## config.mk

```make
export PLATFORM = sky130hd
export DESIGN_NAME = signed_int_to_decimal_text
export DESIGN_NICKNAME = d
export VERILOG_FILES = /design/src/rtl/sitdt_pkg.sv /design/src/rtl/sitdt_front.sv /design/src/rtl/sitdt_queue.sv /design/src/rtl/sitdt_back.sv /design/src/rtl/signed_int_to_decimal_text.sv
export SDC_FILE = /design/constraint.sdc
export NUM_CORES = 1
export LEC_CHECK = 0
export BUFFER_PORTS_ARGS = -buffer_cell sky130_fd_sc_hd__buf_2
export CORE_ASPECT_RATIO = 1.75
export CORE_UTILIZATION = 45
export DETAILED_ROUTE_END_ITERATION = 7
export SLEW_MARGIN = 20
export SYNTH_ARGS = -nofsm -noshare
export SYNTH_HDL_FRONTEND = slang
export SYNTH_SLANG_ARGS = --single-unit
export TNS_END_PERCENT = 50
```

## constraint.sdc

```tcl
create_clock -name clk -period 5 [get_ports clk]
set_input_delay 0.25 -clock clk [delete_from_list [all_inputs] [get_ports clk]]
set_output_delay 0.25 -clock clk [all_outputs]
set_load 0.005 [all_outputs]
```

## src/rtl/sitdt_pkg.sv

```systemverilog
// shared types and constants for the signed integer to decimal text converter
package sitdt_pkg;

  localparam int NUM_DIGITS     = 10;
  localparam int BCD_W          = 4 * NUM_DIGITS;
  localparam int VALUE_W        = 32;
  localparam int BIN_W          = 33;
  localparam int STEPS_PER_CYC  = 3;
  localparam int CONV_CYCLES    = BIN_W / STEPS_PER_CYC;
  localparam int CNT_W          = 4;
  localparam int CHAR_W         = 7;

  localparam logic [CHAR_W-1:0] CH_MINUS = 7'd45;
  localparam logic [CHAR_W-1:0] CH_ZERO  = 7'd48;

  typedef struct packed {
    logic             neg;
    logic [CNT_W-1:0] ndig;
    logic [BCD_W-1:0] bcd;
  } conv_t;

endpackage

```

## src/rtl/sitdt_front.sv

```systemverilog
// front end: accepts a value, takes its magnitude and converts it to bcd
module sitdt_front (
  input  logic                  clk,
  input  logic                  rst,
  input  logic                  in_valid,
  output logic                  in_ready,
  input  logic signed [31:0]    value,
  output logic                  push_valid,
  input  logic                  push_ready,
  output sitdt_pkg::conv_t      push_data
);
  import sitdt_pkg::*;

  typedef enum logic [1:0] {S_IDLE, S_CONV, S_DONE} state_t;

  state_t             state;
  logic               neg;
  logic [BIN_W-1:0]   bin;
  logic [BCD_W-1:0]   bcd;
  logic [CNT_W-1:0]   cnt;

  logic [BIN_W-1:0]   bin_next;
  logic [BCD_W-1:0]   bcd_next;
  logic [VALUE_W-1:0] mag;
  logic [CNT_W-1:0]   ndig;
  logic               accept;

  // three shift-and-add-3 steps per cycle
  always_comb begin
    logic [BCD_W+BIN_W-1:0] acc;
    acc = {bcd, bin};
    for (int s = 0; s < STEPS_PER_CYC; s++) begin
      for (int d = 0; d < NUM_DIGITS; d++) begin
        if (acc[BIN_W+4*d +: 4] >= 4'd5) begin
          acc[BIN_W+4*d +: 4] = acc[BIN_W+4*d +: 4] + 4'd3;
        end
      end
      acc = acc << 1;
    end
    bcd_next = acc[BCD_W+BIN_W-1:BIN_W];
    bin_next = acc[BIN_W-1:0];
  end

  // digit count from the highest nonzero digit
  always_comb begin
    ndig = CNT_W'(1);
    for (int d = 0; d < NUM_DIGITS; d++) begin
      if (bcd[4*d +: 4] != 4'd0) begin
        ndig = CNT_W'(d + 1);
      end
    end
  end

  assign mag        = value[31] ? (~$unsigned(value) + 32'd1) : $unsigned(value);
  assign push_valid = (state == S_DONE);
  assign push_data  = '{neg: neg, ndig: ndig, bcd: bcd};
  assign in_ready   = (state == S_IDLE) || ((state == S_DONE) && push_ready);
  assign accept     = in_valid && in_ready;

  always_ff @(posedge clk) begin
    if (rst) begin
      state <= S_IDLE;
      cnt   <= '0;
    end else begin
      case (state)
        S_IDLE: begin
          if (accept) begin
            state <= S_CONV;
          end
        end
        S_CONV: begin
          cnt <= cnt + CNT_W'(1);
          if (cnt == CNT_W'(CONV_CYCLES - 1)) begin
            state <= S_DONE;
          end
        end
        S_DONE: begin
          if (push_ready) begin
            state <= accept ? S_CONV : S_IDLE;
          end
        end
        default: begin
          state <= S_IDLE;
        end
      endcase
      if (accept) begin
        cnt <= '0;
      end
    end
    if (accept) begin
      neg <= value[31];
      bin <= {1'b0, mag};
      bcd <= '0;
    end else if (state == S_CONV) begin
      bin <= bin_next;
      bcd <= bcd_next;
    end
  end

endmodule

```

## src/rtl/sitdt_queue.sv

```systemverilog
// short request queue between the converter and the character sequencer
module sitdt_queue #(
  parameter int DEPTH = 2
) (
  input  logic             clk,
  input  logic             rst,
  input  logic             push_valid,
  output logic             push_ready,
  input  sitdt_pkg::conv_t push_data,
  output logic             pop_valid,
  input  logic             pop_ready,
  output sitdt_pkg::conv_t pop_data
);
  import sitdt_pkg::*;

  localparam int PTR_W   = (DEPTH > 1) ? $clog2(DEPTH) : 1;
  localparam int COUNT_W = $clog2(DEPTH + 1);

  conv_t              entries [DEPTH];
  logic [PTR_W-1:0]   wr_ptr;
  logic [PTR_W-1:0]   rd_ptr;
  logic [COUNT_W-1:0] count;
  logic               do_push;
  logic               do_pop;

  assign push_ready = (count != COUNT_W'(DEPTH));
  assign pop_valid  = (count != '0);
  assign pop_data   = entries[rd_ptr];
  assign do_push    = push_valid && push_ready;
  assign do_pop     = pop_valid && pop_ready;

  always_ff @(posedge clk) begin
    if (rst) begin
      wr_ptr <= '0;
      rd_ptr <= '0;
      count  <= '0;
    end else begin
      if (do_push) begin
        wr_ptr <= (wr_ptr == PTR_W'(DEPTH - 1)) ? '0 : wr_ptr + PTR_W'(1);
      end
      if (do_pop) begin
        rd_ptr <= (rd_ptr == PTR_W'(DEPTH - 1)) ? '0 : rd_ptr + PTR_W'(1);
      end
      if (do_push && !do_pop) begin
        count <= count + COUNT_W'(1);
      end else if (do_pop && !do_push) begin
        count <= count - COUNT_W'(1);
      end
    end
    if (do_push) begin
      entries[wr_ptr] <= push_data;
    end
  end

endmodule

```

## src/rtl/sitdt_back.sv

```systemverilog
// back end: emits the sign and digits of one request, one character a cycle while out_ready is high
module sitdt_back (
  input  logic             clk,
  input  logic             rst,
  input  logic             pop_valid,
  output logic             pop_ready,
  input  sitdt_pkg::conv_t pop_data,
  output logic             out_valid,
  input  logic             out_ready,
  output logic [6:0]       char_code,
  output logic [3:0]       char_pos,
  output logic [3:0]       text_length,
  output logic             is_last
);
  import sitdt_pkg::*;

  logic             busy;
  conv_t            cur;
  logic [CNT_W-1:0] pos;

  logic [3:0]       digits [NUM_DIGITS];
  logic [CNT_W-1:0] len;
  logic [CNT_W-1:0] nib;
  logic             load;
  logic             fire;

  always_comb begin
    for (int d = 0; d < NUM_DIGITS; d++) begin
      digits[d] = cur.bcd[4*d +: 4];
    end
  end

  assign len         = cur.ndig + CNT_W'(cur.neg);
  assign nib         = cur.ndig - CNT_W'(1) - (pos - CNT_W'(cur.neg));
  assign out_valid   = busy;
  assign char_pos    = pos;
  assign text_length = len;
  assign is_last     = (pos == len - CNT_W'(1));
  assign char_code   = (cur.neg && pos == '0) ? CH_MINUS : CH_ZERO + {3'b000, digits[nib]};
  assign fire        = out_valid && out_ready;
  assign pop_ready   = !busy || (fire && is_last);
  assign load        = pop_valid && pop_ready;

  always_ff @(posedge clk) begin
    if (rst) begin
      busy <= 1'b0;
      pos  <= '0;
    end else begin
      if (load) begin
        busy <= 1'b1;
        pos  <= '0;
      end else if (fire) begin
        if (is_last) begin
          busy <= 1'b0;
        end
        pos <= pos + CNT_W'(1);
      end
    end
    if (load) begin
      cur <= pop_data;
    end
  end

endmodule

```

## src/rtl/signed_int_to_decimal_text.sv

```systemverilog
// top level: signed 32-bit integer to decimal ascii text
//
//   channel  handshake            payload
//   in       in_valid / in_ready  value
//   out      out_valid/out_ready  char_code, char_pos, text_length, is_last
//
// the front converts one value in its S_CONV state (three double-dabble steps per cycle),
// then holds it in S_DONE until the queue takes it; a new value is taken as it hands off.
// the back emits one character per cycle while out_ready is high, 1 to 11 per value, from its own registers.
// the queue lets the front start the next value while the back is still emitting.
// rst is synchronous and clears all control state; no clearing pass is needed.
module signed_int_to_decimal_text #(
  parameter int QUEUE_DEPTH = 2
) (
  input  logic               clk,
  input  logic               rst,
  input  logic               in_valid,
  output logic               in_ready,
  input  logic signed [31:0] value,
  output logic               out_valid,
  input  logic               out_ready,
  output logic [6:0]         char_code,
  output logic [3:0]         char_pos,
  output logic [3:0]         text_length,
  output logic               is_last
);
  import sitdt_pkg::*;

  logic  push_valid;
  logic  push_ready;
  conv_t push_data;
  logic  pop_valid;
  logic  pop_ready;
  conv_t pop_data;

  sitdt_front u_front (
    .clk        (clk),
    .rst        (rst),
    .in_valid   (in_valid),
    .in_ready   (in_ready),
    .value      (value),
    .push_valid (push_valid),
    .push_ready (push_ready),
    .push_data  (push_data)
  );

  sitdt_queue #(
    .DEPTH (QUEUE_DEPTH)
  ) u_queue (
    .clk        (clk),
    .rst        (rst),
    .push_valid (push_valid),
    .push_ready (push_ready),
    .push_data  (push_data),
    .pop_valid  (pop_valid),
    .pop_ready  (pop_ready),
    .pop_data   (pop_data)
  );

  sitdt_back u_back (
    .clk         (clk),
    .rst         (rst),
    .pop_valid   (pop_valid),
    .pop_ready   (pop_ready),
    .pop_data    (pop_data),
    .out_valid   (out_valid),
    .out_ready   (out_ready),
    .char_code   (char_code),
    .char_pos    (char_pos),
    .text_length (text_length),
    .is_last     (is_last)
  );

endmodule
```

==> summary.md <==
| Metric | Value |
|---|---|
| ANT nets after route | 0 |
| Dominant cell type by area after synthesis | edfxtp_1 |
| Setup violators final | 0 |
| First-pass GRT wire length | between 40 and 50 mm |
| Clk_skew | approximately 0.014 ns |
| Vias | between 9000 and 10000 |
| Reg2reg path depth | 18 |
| Placer Congestion | 0.8355 |
| Max-Cap Viols | 0 |
| Count leader, synth | edfxtp_1 |
| Min Tclk post-route | 4.049 ns |
| HPWL after DPL | 20.51 mm |
| Post-Route WL | 29.16 mm |
| Die area | ~31000 um^2 |
| Avg Inst Size Synth | 10.38 um^2 |
| Synth top area share | 0.3740 |
| Antenna diode count | 0 |
| Top area cells in the synthesized netlist | edfxtp_1, dfxtp_1, ha_1, mux2_2, o21ai_0 |
| Synth warnings | 0 |
| Buf+Inv Stages, Crit Path | 1 |
| Largest net degree at the start of global routing | 89 |
| Gr usage total | 0.1939 |
| Crit Path Category | reg -> reg |
| IO Count | 54 |
| Final slew viol count | 0 |
| Worst Path Arrival | 4.49 ns |
| Height of the die | 231.0 um |
| Post-CTS Resized | 0 |
| Sequential share of the synthesized area | 0.4571 |
| PortBufs | just over 50 |
| Core area | 29390 um^2 |
| Critical Path Slowest Stage Cell | dfxtp_1 |
| Share of layout cells above drive strength 1 | 0.1704 |
| Via density | between 5 and 6 |
| FF+latch count, synth | 224 |
| IR drop worst, VDD | around 480 uV |
| Final period utilization | 0.8098 |
| Initial antenna violation count | 0 |
| Number of buffers created by CTS | 23 |
| Placed instance area | around 14000 um^2 |
| Top_reg_cell synth | edfxtp_1 |
| Commonest cells post-synth | edfxtp_1, nand2_1, o21ai_0 |
| Critical Path Source Type | flop |
| Top Family by Delay on Critical Path | compound AO/OA/AOI/OAI gates |
| Post-synth EDFFs | 168 |
| Critical-path maximum fanout | 11 |
| Slew at the pin closest to its max-slew limit | 0.9429 ns |
| Clk_lat worst skew | 0.52 ns |
| Hold crit path type | in -> reg |
| CTS tree | yes |
| Starting density of the core | 0.4590 |
| Drt first pass iters | 5 |
| Die span in x | 132.9 um |
| Number of global-route vias before repair | 9708 |
| CP most frequent cell | ha_1 |
| Distinct cells, synth | 86 |
| Average routed wire per standard cell | 16.90 um |
| Layout area overhead | 9.767% |
| CP max stage delay | 0.51 ns |
| Power per standard cell area | around 670 nW/um^2 |
| Worst path cell trace | inv_1 -> ha_1 -> nor2b_1 -> nor3_1 -> a21oi_1 -> ha_1 -> nor2b_1 -> a211o_1 -> and2_1 -> xnor2_1 -> ha_1 -> nand2b_1 -> nand2_1 -> a2111oi_0 -> a41oi_1 -> o211ai_1 -> mux2_2 -> o21ai_0 |
| Max-slew headroom | 0.3714 |
| Worst setup path start | u_front.bcd[32]$_SDFFE_PP0P_ |
| Setup TNS | 0 ns |
| Clk sink count | 224 |
| Multi-input gate area | 6844 um^2 |
| Unrepaired setup endpoints after global routing | no |
| CP endpoint kind | flop |
| Fill count | 2693 |
| R2R setup slack | 0.95 ns |
| Clock Pin Slew Worst Setup and Hold Paths | 0.06 ns |
| Worst setup path endpoint | u_front.bcd[38]$_SDFFE_PP0P_ |
| Status | finished, final reports clean |
| Critical Path Stages | 18 |
| Worst Path Required | between 5 and 6 ns |
| Reg2reg end | u_front.bcd[38]$_SDFFE_PP0P_ |
| # rows | between 80 and 90 |
| GRT overflow | 0 |
| R2r startpoint | u_front.bcd[32]$_SDFFE_PP0P_ |
| Register area | slightly above 6000 um^2 |
| Setup bufs post-CTS | 0 |
| Initial drt markers | 644 |
| Layout Nets | approximately 1400 |
| Final Hold Fails | 0 |
| Max Clk Rate | 247.0 MHz |
| Static Leak | 5.422 nW |
| Cts hold-fix bufs | 0 |
| Async set-reset flop share out of synthesis | 0 |
| DRC violations left | 0 |
| Synth Net Count | 1393 |
| Syn Std Cell Area | around 13000 um^2 |
| Cell area after layout | 14810 um^2 |
| Clk buf depth | 3 |
| Root buffer cell | clkbuf_16 |
| Post-Syn Instances | 1300 |
| H-tree Lvls | 1 |
## sequential cells by signal, indices dropped and copies added, names as in the netlist
name	cells
u_front.neg	1
u_queue.wr_ptr	1
u_queue.count	2
u_back.char_pos	4
u_front.state	2
u_back.out_valid	1
u_front.bcd	40
u_front.bin	33
u_queue.entries	90
u_queue.rd_ptr	1
u_front.cnt	4
u_back.cur	45
## cells in the final DEF, fill, tap and decap left out, types with 9 or more instances in the layout
cell type / n
mux2i_1: 29
a211oi_1: 30
nor4_1: 14
buf_4: 11
mux2_2: 58
clkbuf_16: 23
nand2_1: 123
a31oi_1: 15
o21ai_1: 9
edfxtp_1: 168
ha_1: 55
or3_1: 11
nand3_1: 31
xnor2_1: 22
or2_2: 15
xor2_1: 40
inv_1: 64
o21ba_2: 14
nor2_1: 61
nor3_1: 24
nand2b_1: 42
dfxtp_1: 55
a21oi_1: 44
and2_1: 12
o31ai_1: 14
buf_2: 51
o21ai_0: 114
## metal layers
metal,vias up,global-route usage,part of all wire
met5,-,0,0
met3,53,0.02165,0.027
met1,4668,0.2064,0.40
li1,4892,-,-
met2,138,0.3802,0.54
met4,0,0.07830,0.030
## report_power, final
group	internal, mW	switching (mW)	total, mW
Clock	1.00	0.718	1.72
Sequential	2.48	0.406	2.89
Combinational	2.30	3.02	5.31
## stage by stage
| stage | power (mW) | setup slack, ns | utilization | cells | hold slack (ns) |
|---|---|---|---|---|---|
| 2_1_floorplan | 7.019 | 1.455 | - | 1300 | 0.3274 |
| 3_3_place_gp | 8.143 | 1.137 | 0.4787 | 1686 | 0.4356 |
| 3_5_place_dp | 8.257 | 1.020 | 0.4787 | 1686 | 0.4445 |
| 4_1_cts | 10.01 | 0.9771 | 0.5039 | 1726 | 0.07028 |
| 5_1_grt | 10.75 | 0.4832 | 0.5039 | 1726 | 0.07358 |
| 6_report | 9.921 | 0.9509 | 0.5039 | 1726 | 0.08467 |
## logic make-up (layout without fill, tap and decap cells)
group	after synthesis	count (layout)	synth area share
simple gates	398	398	0.1551
other cells	2	2	0.0005567
flops	224	224	0.4571
buf+inv	122	166	0.03691
mux	95	95	0.08329
fa+ha+maj	57	57	0.05398
xor+xnor	62	62	0.04025
compound gates	340	340	0.1729
## how the worst min path moves through the flow
stage / slack [ns] / end / cells past startpoint / startpoint
after floorplan: 0.33 / u_back.char_pos[0]$_SDFFE_PP0P_ / 1 / rst
after global placement: 0.44 / u_front.bin[32]$_SDFFE_PP0P_ / 2 / u_front.bin[29]$_DFFE_PP_
after detailed placement: 0.44 / u_front.bcd[0]$_SDFFE_PP0P_ / 2 / u_front.bin[30]$_DFFE_PP_
after CTS: 0.07 / u_queue.rd_ptr$_SDFFE_PP0P_ / 2 / rst
after global routing: 0.07 / u_queue.rd_ptr$_SDFFE_PP0P_ / 2 / rst
final: 0.08 / u_queue.rd_ptr$_SDFFE_PP0P_ / 2 / rst
## cell type report
type	count	share of cell area
Clock buffer	26	0.03963
Clock inverter	14	0.01039
Inverter	64	0.01622
Multi-Input combinational cell	954	0.4622
Sequential cell	224	0.4165
Tap cell	382	0.03228
Timing Repair Buffer	62	0.02281
## worst reg2reg max path: stages (launching register included)
cell,delay [ns]
dfxtp_1,0.51
inv_1,0.11
ha_1,0.32
nor2b_1,0.20
nor3_1,0.13
a21oi_1,0.10
ha_1,0.28
nor2b_1,0.15
a211o_1,0.24
and2_1,0.19
xnor2_1,0.29
ha_1,0.20
nand2b_1,0.13
nand2_1,0.07
a2111oi_0,0.31
a41oi_1,0.09
o211ai_1,0.18
mux2_2,0.37
o21ai_0,0.12
No activity file was read; power rests on OpenSTA's default activity.
